File: src/rtl/assert_macros.svh
// ----------------------------------------------------------------------------
// assertion macros
// immediate-free concurrent checks, removed when SYNTHESIS is defined
// ----------------------------------------------------------------------------
`ifndef ASSERT_MACROS_SVH
`define ASSERT_MACROS_SVH

`ifndef SYNTHESIS

// same-cycle implication
`define OMS_ASSERT_IMPL(label, clk, rst_n, ante, cons) \
    label: assert property (@(posedge clk) disable iff (!rst_n) (ante) |-> (cons)) \
        else $error("oms assertion failed");

// next-cycle implication
`define OMS_ASSERT_NEXT(label, clk, rst_n, ante, cons) \
    label: assert property (@(posedge clk) disable iff (!rst_n) (ante) |=> (cons)) \
        else $error("oms assertion failed");

`else

`define OMS_ASSERT_IMPL(label, clk, rst_n, ante, cons)
`define OMS_ASSERT_NEXT(label, clk, rst_n, ante, cons)

`endif

`endif

File: src/rtl/oms_pkg.sv
`timescale 1ns / 1ps
// ----------------------------------------------------------------------------
// oms_pkg
// shared widths, codes and types of the order statistic multiset
// ----------------------------------------------------------------------------
package oms_pkg;

    // field widths
    localparam int ACTION_W = 2;
    localparam int VALUE_W  = 32;
    localparam int INDEX_W  = 6;
    localparam int STATUS_W = 2;
    localparam int COUNT_W  = 7;

    // default number of cells
    localparam int CAPACITY_DEF = 64;

    // action codes
    localparam logic [ACTION_W-1:0] ACT_QUERY  = 2'd0;
    localparam logic [ACTION_W-1:0] ACT_INSERT = 2'd1;
    localparam logic [ACTION_W-1:0] ACT_ERASE  = 2'd2;

    // status codes
    localparam logic [STATUS_W-1:0] ST_OK      = 2'd0;
    localparam logic [STATUS_W-1:0] ST_FULL    = 2'd1;
    localparam logic [STATUS_W-1:0] ST_MISSING = 2'd2;

    // update command broadcast to every cell
    typedef struct packed {
        logic ins;
        logic del;
    } cell_op_t;

endpackage

File: src/rtl/oms_cell.sv
`timescale 1ns / 1ps
// ----------------------------------------------------------------------------
// oms_cell
// one slot of the sorted row: compares against the probe and shifts left or
// right with its neighbours on insert and erase
// ----------------------------------------------------------------------------
module oms_cell (
    input  logic                                clk,
    input  logic signed [oms_pkg::VALUE_W-1:0]  probe,
    input  logic signed [oms_pkg::VALUE_W-1:0]  left_value,
    input  logic signed [oms_pkg::VALUE_W-1:0]  right_value,
    input  logic                                left_gt,
    input  logic                                occupied,
    input  logic                                sel,
    input  oms_pkg::cell_op_t                   op,
    output logic signed [oms_pkg::VALUE_W-1:0]  value_q,
    output logic                                gt,
    output logic                                lt,
    output logic                                le,
    output logic [oms_pkg::VALUE_W-1:0]         kth_leaf
);

    logic signed [oms_pkg::VALUE_W-1:0] value_reg;
    logic signed [oms_pkg::VALUE_W-1:0] value_next;

    // local comparisons, only meaningful for an occupied slot
    assign gt = occupied && (value_reg > probe);
    assign lt = occupied && (value_reg < probe);
    assign le = occupied && (value_reg <= probe);

    assign value_q  = value_reg;
    assign kth_leaf = sel ? value_reg : '0;

    // shift right past the insertion point, shift left from the erased slot
    always_comb
    begin
        value_next = value_reg;
        priority if (op.ins)
        begin
            if (left_gt)
                value_next = left_value;
            else if (!occupied || gt)
                value_next = probe;
        end
        else if (op.del)
        begin
            if (!occupied || !lt)
                value_next = right_value;
        end
        else
        begin
            value_next = value_reg;
        end
    end

    always_ff @(posedge clk)
    begin
        value_reg <= value_next;
    end

endmodule

File: config.mk
export PLATFORM = sky130hd
export DESIGN_NAME = oms_cell
export DESIGN_NICKNAME = d
export VERILOG_FILES = /design/src/rtl/assert_macros.svh /design/src/rtl/oms_pkg.sv /design/src/rtl/oms_cell.sv
export SDC_FILE = /design/constraint.sdc
export NUM_CORES = 1
export LEC_CHECK = 0
export BUFFER_PORTS_ARGS = -buffer_cell sky130_fd_sc_hd__buf_4
export CAP_MARGIN = 25
export CORE_ASPECT_RATIO = 0.8
export CORE_MARGIN = 2
export CORE_UTILIZATION = 40
export CTS_BUF_LIST = sky130_fd_sc_hd__clkbuf_4 sky130_fd_sc_hd__clkbuf_8
export CTS_CLUSTER_SIZE = 14
export DETAILED_ROUTE_END_ITERATION = 8
export HOLD_SLACK_MARGIN = 0.06
export PLACE_DENSITY = 0.9
export SETUP_SLACK_MARGIN = 0.3
export SLEW_MARGIN = 25
export SYNTH_ARGS = -nofsm -noshare
export SYNTH_HDL_FRONTEND = slang
export SYNTH_SLANG_ARGS = --single-unit
File: constraint.sdc
create_clock -name clk -period 4.25 [get_ports clk]
set_clock_uncertainty 0.15 [all_clocks]
set_input_delay 0.85 -clock clk [delete_from_list [all_inputs] [get_ports clk]]
set_output_delay 0.85 -clock clk [all_outputs]
set_load 0.03 [all_outputs]
-- Yosys cells after proc, flatten, opt, wreduce, memory -nomap -nowiden
Cells that the tools add are included.
- logic and storage cells: 21
- bits of input ports: 102
- output and inout port bits: 67
- register bits: 32
- reductions and logical operators: 10
- equal/unequal tests: 1
- order comparisons: 3
- muxes and demuxes: 6
- operators by type and width (kind ; number):
    $mux 32 ; 6
    $gt 32x32->1 ; 1
    $le 32x32->1 ; 1
    $lt 32x32->1 ; 1
    $reduce_bool 2->1 ; 2
    $logic_and 1x1->1 ; 3
    $ne 3x2->1 const B ; 1
    $reduce_and 3->1 ; 1
    $logic_not 1->1 ; 2
    $logic_or 1x1->1 ; 2

-- Depth between registers and ports, before layout
- word-level depth: 7
- mapped depth: 8
- gate-level depth less buffers: 8

-- Worst setup path after synthesis
OpenSTA, ideal clock, no wires.
- kind: input port to flip-flop
- start: input port probe[31] in the netlist's numbering
- end: register value_reg (netlist bit value_q[0]), enable pin
- arrival: 3.650 ns
- setup time: 0.436 ns
- buffers on the path: 0
- required time: 3.664 ns
- slack: 0.014 ns
- stages on the path: 8
- cell sequence: inv_1 > ha_1 > nand4_1 > nor3_1 > a22oi_1 > a21oi_1 > nor3_2 > o221ai_1
- cells in the longest elaborated chain, start to end: 6
- elaborated cells between the ends (all ways): 10
- those cells by class: 2 x order compare; 1 x eq/ne; 7 x reduce/logical
- ends and longest elaborated chain (what ; RTL line ; RTL):
    start: declaration ; oms_cell.sv:9 ; input logic signed [oms_pkg::VALUE_W-1:0] probe,
    $lt 32x32->1 ; oms_cell.sv:28 ; assign lt = occupied && (value_reg < probe);
    $logic_and 1x1->1 ; oms_cell.sv:28 ;
    $logic_not 1->1 ; oms_cell.sv:47 ; if (!occupied || !lt)
    $logic_or 1x1->1 ; oms_cell.sv:47 ;
    $reduce_bool 2->1 (no line) ; - ;
    $reduce_and 3->1 (no line) (*) ; - ;
    end signal: assignment ; oms_cell.sv:58 ; value_reg <= value_next;
    end: declaration ; oms_cell.sv:23 ; logic signed [oms_pkg::VALUE_W-1:0] value_reg;
Every way passes the cells marked *; elsewhere a longest branch is shown, timed or not.
A chain may end at the register's enable or synchronous reset.

-- Worst setup path after layout
- start: input port probe[31] in the netlist's numbering
- end: output port gt
- cells in the longest elaborated chain, start to end: 2
- ends and longest elaborated chain (what ; RTL line ; RTL):
    $gt 32x32->1 ; oms_cell.sv:27 ; assign gt = occupied && (value_reg > probe);
    $logic_and 1x1->1 ; oms_cell.sv:27 ;
    end: declaration ; oms_cell.sv:17 ; output logic gt,
No other way between the ends.

==> flow_summary.json <==
{
  "status": "complete, no violations",
  "die_w_um": 96.1,
  "design_area_um2": 4150,
  "holdBufCountCts": 0,
  "synth_fa_ha_area_share_pct": 14.8,
  "synth-simple-area-share_pct": 17.6,
  "power.share.combinational_pct": 48.5,
  "crit_path_end": "gt",
  "core_um2": 6470,
  "p_int_mw": 0.786,
  "clkLatencyLatePin_ns": 0.28,
  "rows": 26,
  "cts_tree": "done",
  "maxCapViolations": 0,
  "place_congestion": 0.778,
  "hold_viol_final": 0,
  "dieArea_um2": 7460,
  "initial_core_util_pct": 41.9,
  "power.switching_mw": 0.513,
  "drcViolationCount": 0,
  "via_per_inst": 5.00,
  "worstSetupPathType": "primary input to primary output",
  "grt_max_degree": 67,
  "synth_compound_area_share_pct": 12.8,
  "fmax_ghz": 0.263,
  "mostFrequentLayoutCell": "buf_4",
  "swShare_pct": 39.5,
  "port_buffers": 168,
  "wl_per_cell_um": 14.6,
  "synth_xor_area_share_pct": 0,
  "grt_pass1_vias": 2714,
  "start_kind": "primary input",
  "slew_headroom_pct": 53.7,
  "power_density_nw_per_um2": 313,
  "worst_pin_slew_ns": 0.694,
  "root_buffer": "clkbuf_8",
  "io_pins": 169,
  "critPathCaptureType": "primary output",
  "ys_async_sr_fraction_pct": 0,
  "clock_path_buffers": 2,
  "period_share_pct": 89.4,
  "cp.required_ns": 3.25,
  "setup_viol": 0,
  "final_core_util_pct": 64.1,
  "clockPowerShare_pct": 16.9,
  "most-common-layout-cells": "buf_4, a21oi_1, inv_1",
  "insertedDiodeCount": 0,
  "cts_sinks": 32,
  "synthMuxAreaShare_pct": 12.2,
  "antenna_left": 0,
  "synth_top_family_by_area": "simple AND/OR/NAND/NOR gates",
  "syn_to_final_growth_pct": 52.9,
  "crit_start": "probe[31]",
  "ys_seq_area_share_pct": 35.4,
  "synth.distinct_cells": 32,
  "reg2reg_to": "value_q[13]$_DFFE_PP_",
  "dr.pass1.iters": 4,
  "postSynthCellCount": 301,
  "wirelength_um": 7960,
  "largest_register_ffs": 32,
  "crit_path_max_fanout": 5,
  "final.fill_count": 530,
  "maxSlewViolCount": 0,
  "critPathArrivalTime_ns": 2.80,
  "syn_avg_cell_area_um2": 9.01,
  "nNetsFinal": 597,
  "drive_above_1_share_pct": 39.1,
  "holdCritPathClass": "primary input to flop",
  "cellLeakagePower_nw": 2.12,
  "cts_setup_buffers": 0,
  "rsz0062_at_grt": "false",
  "p_total_mw": 1.30,
  "reg2regPathDepth": 8,
  "hpwl_um": 6310,
  "yosys_register_bits": 32,
  "synth_edf_count": 32,
  "syn-num-nets": 435,
  "yosys.area.top_type": "edfxtp_1",
  "placed_cell_area_um2": 4060,
  "cts_buffers": 5,
  "grt_overflow": 0,
  "power.share.sequential_pct": 34.6,
  "fin_crit_ns": 3.80,
  "r2r_setup_slack_ns": 1.18,
  "synth_area_um2": 2710,
  "synth_top_area_share_pct": 35.4,
  "finalSetupTns_ns": 0,
  "cts.reportedPaths.clkPinSlew_ns": 0.06,
  "grt_pass1_wl_um": 12400,
  "die_height_um": 77.6,
  "drt_iter0_drc": 94,
  "finalNonFillerCells": 547,
  "ctsHtreeMaxLevel": 2,
  "yosys_warnings": 0,
  "synth_ff_type": "edfxtp_1",
  "antenna_found_initial": 0,
  "timing.rr.start": "value_q[31]$_DFFE_PP_",
  "vdd_drop_max_mv": 0.222,
  "synthTopCellsByArea": "edfxtp_1, ha_1, mux2i_1, a21oi_1, and2_1",
  "num_vias": 2734,
  "post-place-cells": 540,
  "track_usage_pct": 21.2
}
[area by class of cell]
cell class,count,area (um2),area share [%]
Inverter,37,139,3.35
Sequential cell,32,961,23.2
Tap cell,84,105,2.53
Timing Repair Buffer,169,1280,30.9
Clock inverter,2,7.51,0.181
Multi-Input combinational cell,218,1580,38.2
Clock buffer,5,68.8,1.66
[power by group through the flow]
stage,Clock (mW),Combinational [mW],Sequential [mW]
3_5_place_dp,0,0.629,0.457
6_report,0.220,0.629,0.450
5_1_grt,0.237,0.681,0.456
2_1_floorplan,0,0.277,0.539
4_1_cts,0.227,0.632,0.450
3_3_place_gp,0,0.615,0.454
[Yosys cell counts, types with 2 or more instances]
library cell and count:
nor3_1 3, buf_2 3, a21o_1 2, nand3_1 2
nand4_1 6, clkbuf_1 10, edfxtp_1 32, o21ai_0 4
inv_1 37, nor4_1 3, nor2_1 33, a21oi_1 48
ha_1 32, nand2_1 5, mux2i_1 33, and2_1 32
[timing repair]
action,in CTS,in global routing
endpoints found under the hold margin,0,0
setup endpoints to repair,0,1
gates resized for setup,0,2
[kinds of logic after synthesis]
kind of cell / count (synthesis)
simple gates: 90
compound gates: 63
buf+inv: 51
mux: 33
fa+ha+maj: 32
flops: 32
[worst min path at each step]
stage | cells after the start | endpoint | slack [ns] | startpoint
global placement | 3 | value_q[16]$_DFFE_PP_ | 1.02 | right_value[16]
CTS | 3 | value_q[3]$_DFFE_PP_ | 0.73 | right_value[3]
floorplan | 2 | value_q[30]$_DFFE_PP_ | 0.93 | right_value[30]
finish | 3 | value_q[3]$_DFFE_PP_ | 0.74 | right_value[3]
detailed placement | 3 | value_q[3]$_DFFE_PP_ | 1.02 | right_value[3]
global route | 3 | value_q[8]$_DFFE_PP_ | 0.74 | right_value[8]
[through the flow]
stage	hold WS, ns	setup slack (ns)
4_1_cts	0.735	0.395
6_report	0.743	0.452
3_5_place_dp	1.02	0.401
3_3_place_gp	1.02	0.401
5_1_grt	0.745	0.318
2_1_floorplan	0.926	0.356
[layer usage]
metal	share of wire (%)	GRT usage (%)	vias up
met5	0	0	-
met4	0.98	5.71	0
met3	7.1	3.50	6
met2	50	37.7	121
met1	41	26.2	1229
li1	-	-	1378
[worst max-delay path, cell delays in order]
cell,delay [ns]
buf_4,0.09
inv_1,0.03
ha_1,0.33
nand4_1,0.23
nor3_1,0.25
a22oi_1,0.15
a21oi_1,0.26
nor3_2,0.12
nor3_1,0.28
buf_4,0.22
Note: power is estimated with default switching activity, not from simulation.
