File: config.mk
export PLATFORM = sky130hd
export DESIGN_NAME = oms_tree
export DESIGN_NICKNAME = d
export VERILOG_FILES = /design/src/rtl/assert_macros.svh /design/src/rtl/oms_tree.sv
export SDC_FILE = /design/constraint.sdc
export NUM_CORES = 1
export LEC_CHECK = 0
export BUFFER_PORTS_ARGS = -buffer_cell sky130_fd_sc_hd__buf_2
export CAP_MARGIN = 30
export CELL_PAD_IN_SITES_DETAIL_PLACEMENT = 1
export CELL_PAD_IN_SITES_GLOBAL_PLACEMENT = 1
export CORE_MARGIN = 2
export CORE_UTILIZATION = 33
export CTS_BUF_LIST = sky130_fd_sc_hd__clkbuf_4 sky130_fd_sc_hd__clkbuf_8 sky130_fd_sc_hd__clkbuf_16
export CTS_CLUSTER_DIAMETER = 80
export DETAILED_ROUTE_END_ITERATION = 7
export GPL_TIMING_DRIVEN = 1
export PLACE_DENSITY = 0.83
export SLEW_MARGIN = 20
export SYNTH_ARGS = -nofsm -noshare
export SYNTH_HDL_FRONTEND = slang
export SYNTH_SLANG_ARGS = --single-unit
File: constraint.sdc
create_clock -name clk -period 1.9 [get_ports clk]
set_input_delay 0.19 -clock clk [delete_from_list [all_inputs] [get_ports clk]]
set_output_delay 0.19 -clock clk [all_outputs]
set_load 0.02 [all_outputs]
File: src/rtl/assert_macros.svh
// ----------------------------------------------------------------------------
// assertion macros
// immediate-free concurrent checks, removed when SYNTHESIS is defined
// ----------------------------------------------------------------------------
`ifndef ASSERT_MACROS_SVH
`define ASSERT_MACROS_SVH

`ifndef SYNTHESIS

// same-cycle implication
`define OMS_ASSERT_IMPL(label, clk, rst_n, ante, cons) \
    label: assert property (@(posedge clk) disable iff (!rst_n) (ante) |-> (cons)) \
        else $error("oms assertion failed");

// next-cycle implication
`define OMS_ASSERT_NEXT(label, clk, rst_n, ante, cons) \
    label: assert property (@(posedge clk) disable iff (!rst_n) (ante) |=> (cons)) \
        else $error("oms assertion failed");

`else

`define OMS_ASSERT_IMPL(label, clk, rst_n, ante, cons)
`define OMS_ASSERT_NEXT(label, clk, rst_n, ante, cons)

`endif

`endif

File: src/rtl/oms_tree.sv
`timescale 1ns / 1ps
// ----------------------------------------------------------------------------
// oms_tree
// registered binary adder tree, one register level per addition level
// ----------------------------------------------------------------------------
module oms_tree #(
    parameter int N = 2,
    parameter int W = 8
) (
    input  logic         clk,
    input  logic [W-1:0] leaf [N],
    output logic [W-1:0] sum
);

    localparam int LEVELS = $clog2(N);
    localparam int P      = 1 << LEVELS;

    logic [W-1:0] pad [P];
    logic [W-1:0] lvl_reg [LEVELS][P];

    // pad the leaves up to a power of two
    for (genvar j = 0; j < P; j++)
    begin : g_pad
        if (j < N)
        begin : g_leaf
            assign pad[j] = leaf[j];
        end
        else
        begin : g_zero
            assign pad[j] = '0;
        end
    end

    // one registered addition level after another
    for (genvar l = 0; l < LEVELS; l++)
    begin : g_lvl
        for (genvar j = 0; j < P; j++)
        begin : g_node
            if (j < (P >> (l + 1)))
            begin : g_add
                if (l == 0)
                begin : g_first
                    always_ff @(posedge clk)
                    begin
                        lvl_reg[l][j] <= pad[2*j] + pad[2*j+1];
                    end
                end
                else
                begin : g_next
                    always_ff @(posedge clk)
                    begin
                        lvl_reg[l][j] <= lvl_reg[l-1][2*j] + lvl_reg[l-1][2*j+1];
                    end
                end
            end
            else
            begin : g_unused
                assign lvl_reg[l][j] = '0;
            end
        end
    end

    assign sum = lvl_reg[LEVELS-1][0];

endmodule

## Word-level counts from Yosys, hierarchy flattened

Cells that the tools add are included.

| operators by class | value |
|---|---|
| add/sub/neg operators | 1 |

Operator list:

| operator | count |
|---|---|
| 8-bit adder | 1 |

| word-level totals | value |
|---|---|
| input bits | 17 |
| register bits after elaboration | 8 |
| output and inout bits | 8 |

## Logic depth before layout (Yosys ltp)

Gate-level depths: netlist (run 1).

| logic depth | value |
|---|---|
| depth after elaboration | 1 |
| mapped depth | 6 |
| mapped depth without buffers | 6 |

## Worst setup path before layout (run 1)

Ideal clock, no wire load.

| path | value |
|---|---|
| path kind | input port to flip-flop |
| from | input leaf[0] in the netlist's numbering |
| to | register lvl_reg (netlist bit sum[6]) |
| data arrival time | 1.176 ns |
| slack | 0.585 ns |
| buffers on the path | 0 |
| cell stages on the path | 6 |
| data required time | 1.761 ns |
| cells stage by stage | ha_1 inv_1 fa_1 nor2b_4 o31a_1 o311ai_1 |

| on the way | value |
|---|---|
| longest elaborated chain between the ends | 1 |

Ends and longest elaborated chain:

| element | RTL line | RTL |
|---|---|---|
| start, declared | oms_tree.sv:11 | `input logic [W-1:0] leaf [N],` |
| 8-bit adder | oms_tree.sv:45 | `lvl_reg[l][j] <= pad[2*j] + pad[2*j+1];` |
| end signal, assigned by index | oms_tree.sv:45 |  |
| end, declared | oms_tree.sv:19 | `logic [W-1:0] lvl_reg [LEVELS][P];` |

No other way between the ends.

## Final worst setup path (run 1)

Same ends and word-level chain as after synthesis.

==> results of run 1 <==
## layout make-up
class | count | area share
Timing Repair Buffer | 24 | 0.184
Inverter | 5 | 0.0287
Multi-Input combinational cell | 37 | 0.479
Sequential cell | 8 | 0.245
Tap cell | 15 | 0.0287
Clock buffer | 3 | 0.0345
## worst paths after layout
| kind | from | to | slack [ps] | cells after the start |
|---|---|---|---|---|
| worst max-delay path | leaf[0] | sum[6]$_DFF_P_ | 630 | 7 |
| worst min-delay path | leaf[8] | sum[0]$_DFF_P_ | 160 | 2 |
## per-stage QoR
| step | area [µm²] | instances | setup WS (ps) | utilization |
|---|---|---|---|---|
| 4_1_cts | 653 | 92 | 676 | 0.484 |
| 5_1_grt | 653 | 92 | 581 | 0.484 |
| 3_3_place_gp | 631 | 89 | 443 | 0.467 |
| 2_1_floorplan | 492 | 50 | 585 | - |
| 3_5_place_dp | 631 | 89 | 406 | 0.467 |
| 6_report | 653 | 92 | 630 | 0.484 |
## cell families (layout without fill, tap and decap cells)
| kind of cell | after synthesis | in the layout | share of synthesized area |
|---|---|---|---|
| XOR/XNOR | 4 | 4 | 0.0713 |
| adder cells (fa/ha/maj) | 8 | 8 | 0.219 |
| flip-flops | 8 | 8 | 0.326 |
| AO/OA/AOI/OAI | 18 | 18 | 0.252 |
| AND/OR/NAND/NOR | 7 | 7 | 0.0941 |
| buffers and inverters | 5 | 32 | 0.0382 |
## Yosys cell counts (2+ instances only)
cell	number	area share
xor2_1	2	0.036
ha_1	7	0.18
dfxtp_1	8	0.33
a21oi_1	5	0.051
inv_1	5	0.038
xnor2_1	2	0.036
o21ai_0	2	0.020
o211ai_1	3	0.046
## routing by layer
layer / vias to the layer above / wire [µm]
met5: - / 0
met4: 0 / 30
met3: 5 / 74
met2: 18 / 556
met1: 218 / 480
li1: 240 / -
## report_power, final
part | leakage [nW] | switching (mW) | internal, mW
combinational | 0.242 | 0.111 | 0.0796
clock | 0.0138 | 0.0551 | 0.0721
sequential | 0.0675 | 0.00672 | 0.199
## layout by cell type (no fill, tap or decap), drive strengths merged
| master | instances |
|---|---|
| fa | 1 |
| nor3b | 1 |
| o211ai | 3 |
| buf | 24 |
| a21o | 1 |
| xor2 | 2 |
| o21a | 1 |
| dfxtp | 8 |
| clkbuf | 3 |
| o311ai | 2 |
| xnor2 | 2 |
| nand2b | 1 |
| ha | 7 |
| nor2b | 2 |
| nor2 | 1 |
| o31a | 1 |
| o2bb2ai | 1 |
| nor3 | 1 |
| a21oi | 5 |
| inv | 5 |
| nand2 | 1 |
| a211oi | 1 |
| o21ai | 2 |
| a221oi | 1 |
## critical path, cell delays in order
cell	delay (ps)
buf_2	100
ha_1	220
inv_1	80
fa_1	240
nor2b_4	60
o311ai_0	340
o311ai_1	160
==> results.sh, run 1 <==
export IMPL_hold_class="in -> reg"
export IMPL_antenna_cells=0
export IMPL_die_x_um=42.6
export IMPL_routedWlPerCell_um=12.4
export IMPL_rows=13
export IMPL_htreeDepth=1
export IMPL_holdBufCountCts=0
export IMPL_maxCapViolations=0
export IMPL_top_usage_layer="met2"
export IMPL_vias=481
export IMPL_cts_buffer_depth=2
export IMPL_syn_area_um2=492
export IMPL_portBuffers=24
export IMPL_path_max_fanout=3
export IMPL_numCtsBuffers=3
export IMPL_cellPowerDensity_nw_per_um2=802
export IMPL_use_met2=0.262
export IMPL_finalHoldViolations=0
export IMPL_wl_um=1140
export IMPL_grt_use_met1=0.145
export IMPL_hold_slack_ps=163
export IMPL_synth_avg_cell_area_um2=9.83
export IMPL_fmax_mhz=788
export IMPL_largest_register_ff_count=8
export IMPL_worstSetupPathType="in -> reg"
export IMPL_cts_tree="done"
export IMPL_relSlewSlack=0.732
export IMPL_drt_iter0_markers=4
export IMPL_fill_cells=171
export IMPL_synth_edf_count=0
export IMPL_die_area_um2=1810
export IMPL_cp_arrival_ps=1390
export IMPL_slew_violations=0
export IMPL_grt_pass1_vias=478
export IMPL_gr_usage_met3=0.0431
export IMPL_cp_end_kind="flop"
export IMPL_multiInputGateArea_um2=313
export IMPL_yosysUniqueCellTypes=24
export IMPL_antenna_left=0
export IMPL_status="completed"
export IMPL_syn_nets=75
export IMPL_gp_congestion=0.730
export IMPL_period_share=0.668
export IMPL_post_cts_buffers=0
export IMPL_io_pins=25
export IMPL_finalSetupTns_ps=0
export IMPL_synthToLayoutAreaGrowth_pct=32.8
export IMPL_vdd_drop_max_mv=0.244
export IMPL_synthArstFlopShare=0
export IMPL_regArea_um2=160
export IMPL_overflow=0
export IMPL_synthCells=50
export IMPL_die_h_um=42.6
export IMPL_layout_min_cycle_time_ps=1270
export IMPL_drt_pass1_iter_count=2
export IMPL_cts_root_buf="clkbuf_4"
export IMPL_nets=104
export IMPL_worstSetupStartpointType="primary input"
export IMPL_cts_resized=0
export IMPL_antenna_found_initial=0
export IMPL_dpl_hpwl_um=973
export IMPL_start_util=0.364
export IMPL_p_leak_nw=0.323
export IMPL_setup_violations=0
export IMPL_ys_flop_type="dfxtp_1"
export IMPL_grt_use_total=0.149
export IMPL_rsz0062_at_grt="false"
export IMPL_drive_gt1_frac=0.364
export IMPL_via_per_inst=5.23
export IMPL_cp_required_ps=2020
export IMPL_finalPower_mw=0.524
export IMPL_grt_max_degree=7
export IMPL_tightest_slew_ps=399
export IMPL_clkTransAtPathRegs_ps=50
export IMPL_yosysWarnings=0
export IMPL_cts_sinks=8
export IMPL_grt_pass1_wl_um=1910
export IMPL_ys_seq_elements=8
export IMPL_core_area_um2=1350
export IMPL_drcViolationCount=0
export IMPL_yosysSeqAreaShare=0.326
(Power assumes the default switching activity.)
==> inputs of run 2 (changes only) <==
--- a/config.mk
+++ b/config.mk
@@ -10,12 +10,12 @@
 export CELL_PAD_IN_SITES_DETAIL_PLACEMENT = 1
 export CELL_PAD_IN_SITES_GLOBAL_PLACEMENT = 1
 export CORE_MARGIN = 2
-export CORE_UTILIZATION = 33
+export CORE_UTILIZATION = 30
 export CTS_BUF_LIST = sky130_fd_sc_hd__clkbuf_4 sky130_fd_sc_hd__clkbuf_8 sky130_fd_sc_hd__clkbuf_16
 export CTS_CLUSTER_DIAMETER = 80
 export DETAILED_ROUTE_END_ITERATION = 7
 export GPL_TIMING_DRIVEN = 1
-export PLACE_DENSITY = 0.83
+export PLACE_DENSITY = 0.77
 export SLEW_MARGIN = 20
 export SYNTH_ARGS = -nofsm -noshare
 export SYNTH_HDL_FRONTEND = slang
==> constraint.sdc (replaced) <==
create_clock -name clk -period 1.17 [get_ports clk]
set_input_delay 0.117 -clock clk [delete_from_list [all_inputs] [get_ports clk]]
set_output_delay 0.117 -clock clk [all_outputs]
set_load 0.02 [all_outputs]
==> run 2 against run 1 <==
  * Routed wire length rose by 12%
  * Sequential power increased by 62%
  * First-iteration DRC count fell by 25%
  * Worst setup slack worse by 540 ps
  * Die area up 9.0%
  * Design area grew 8.2%
  * Non-clock buffer count up 5
  * Combinational power is 75% higher
  * Final cell count grew 6.5%
  * Core utilization down 2.0 points
  * Global-route usage grew 0.72 points
  * Critical path type unchanged
  * Largest power group is now combinational cells
  * Highest routed layer unchanged
==> results.sh, run 2 (synthesized netlist as in run 1, its figures left out) <==
export IMPL_worstSetupStartpointType="primary input"
export IMPL_crit_chain="buf_2 > ha_4 > inv_2 > fa_2 > nor2b_4 > o31a_1 > o311ai_1"
export IMPL_cellPowerDensity_nw_per_um2=1250
export IMPL_nets=109
export IMPL_vdd_drop_max_mv=0.494
export IMPL_largest_register_ff_count=8
export IMPL_finalSetupTns_ps=0
export IMPL_die_area_um2=1980
export IMPL_fill_cells=199
export IMPL_fmax_mhz=928
export IMPL_fin_ws_ps=92.9
export IMPL_drcViolationCount=0
export IMPL_mostFrequentLayoutCells="24 x buf_2, 8 x dfxtp_1, 6 x ha_1"
export IMPL_antenna_found_initial=0
export IMPL_antenna_left=0
export IMPL_seq_power_share=0.377
export IMPL_slew_violations=0
export IMPL_grt_use_total=0.156
export IMPL_post_cts_buffers=0
export IMPL_period_share=0.921
export IMPL_gp_congestion=0.740
export IMPL_drt_iter0_markers=3
export IMPL_cp_arrival_ps=1240
export IMPL_finalPower_mw=0.881
export IMPL_holdPathEnd="sum[0]$_DFF_P_"
export IMPL_cp_end_kind="flop"
export IMPL_swShare=0.332
export IMPL_worstHoldPathCells=2
export IMPL_die_h_um=44.5
export IMPL_maxCapViolations=0
export IMPL_holdBufCountCts=0
export IMPL_antenna_cells=0
export IMPL_status="completed"
export IMPL_vias=495
export IMPL_setup_violations=0
export IMPL_place_ws_ps=-165
export IMPL_cts_root_buf="clkbuf_4"
export IMPL_core_area_um2=1520
export IMPL_routedWlPerCell_um=13.0
export IMPL_die_x_um=44.5
export IMPL_dpl_hpwl_um=1090
export IMPL_p_leak_nw=0.347
export IMPL_grt_max_degree=7
export IMPL_cts_sinks=8
export IMPL_wl_um=1270
export IMPL_grt_pass1_wl_um=2210
export IMPL_cp_required_ps=1330
export IMPL_relSlewSlack=0.774
export IMPL_drt_pass1_iter_count=2
export IMPL_clkTransAtPathRegs_ps=60
export IMPL_finalHoldViolations=0
export IMPL_cts_resized=0
export IMPL_final_util=0.464
export IMPL_cts_buffer_depth=2
export IMPL_hold_class="in -> reg"
export IMPL_rows=14
export IMPL_layout_min_cycle_time_ps=1080
export IMPL_final_common_cell="buf_2"
export IMPL_p_switching_mw=0.293
export IMPL_via_per_inst=5.05
export IMPL_rsz0062_at_grt="false"
export IMPL_min_from="leaf[8]"
export IMPL_critPathMaxStageDelay_ps=290
export IMPL_synthToLayoutAreaGrowth_pct=43.8
export IMPL_path_max_fanout=3
export IMPL_drive_gt1_frac=0.439
export IMPL_tightest_slew_ps=335
export IMPL_worstSetupPathType="in -> reg"
export IMPL_start_util=0.323
export IMPL_internal_power_mw=0.588
export IMPL_grt_pass1_vias=508
export IMPL_slowest_stage="o31a_1"
export IMPL_io_pins=25
export IMPL_portBuffers=24
export IMPL_numCtsBuffers=3
export IMPL_htreeDepth=1
export IMPL_pwr_share_clk=0.243
export IMPL_cts_tree="done"
export IMPL_combPwrFrac=0.380
export IMPL_overflow=0
==> run 2: cell types whose count changed in the layout (fill, tap and decap cells not counted), sizes merged <==
| cell | previous run | this run |
|---|---|---|
| buf | 24 | 29 |
==> run 2: how the worst max path moves through the flow <==
stage	from	to	slack, ps	cells past startpoint
finish	leaf[0]	sum[6]$_DFF_P_	90	7
floorplan	leaf[0]	sum[6]$_DFF_P_	20	6
global placement	leaf[0]	sum[6]$_DFF_P_	-140	7
detailed placement	leaf[0]	sum[6]$_DFF_P_	-160	7
CTS	leaf[0]	sum[6]$_DFF_P_	100	7
global route	leaf[4]	sum[5]$_DFF_P_	70	5
==> run 2: per-layer routing <==
metal	global-route usage	vias up	share of wire
li1	-	256	-
met1	0.188	223	0.44
met2	0.261	14	0.51
met3	0.0490	2	0.044
met4	0.0545	0	0.0063
met5	0	-	0
==> run 2: power by group through the flow <==
stage,Clock [mW],Sequential [mW],Combinational (mW)
finish,0.214,0.332,0.335
global route,0.242,0.335,0.372
CTS,0.225,0.333,0.339
detailed placement,0,0.339,0.336
global placement,0,0.338,0.327
floorplan,0,0.405,0.141
==> run 2: area by class of cell <==
type	count	area [µm²]	area share
clock buffer	3	22.5	0.0319
inverter	5	18.8	0.0265
multi-input combinational	37	328	0.464
sequential	8	160	0.227
tap	16	20.0	0.0283
timing repair buffer	29	158	0.223
==> run 2: critical path, delay by kind of cell <==
family / cells / cell delay [ps]
AO/OA/AOI/OAI: 2 / 510
adder cells (fa/ha/maj): 2 / 390
buffers and inverters: 2 / 160
AND/OR/NAND/NOR: 1 / 50
==> run 2: metrics by stage <==
stage          instance area [µm²]  instances  hold slack [ps]
2_1_floorplan                  507         50              240
3_3_place_gp                   684         95              361
3_5_place_dp                   684         95              365
4_1_cts                        707         98             97.4
5_1_grt                        707         98             84.8
6_report                       707         98              109
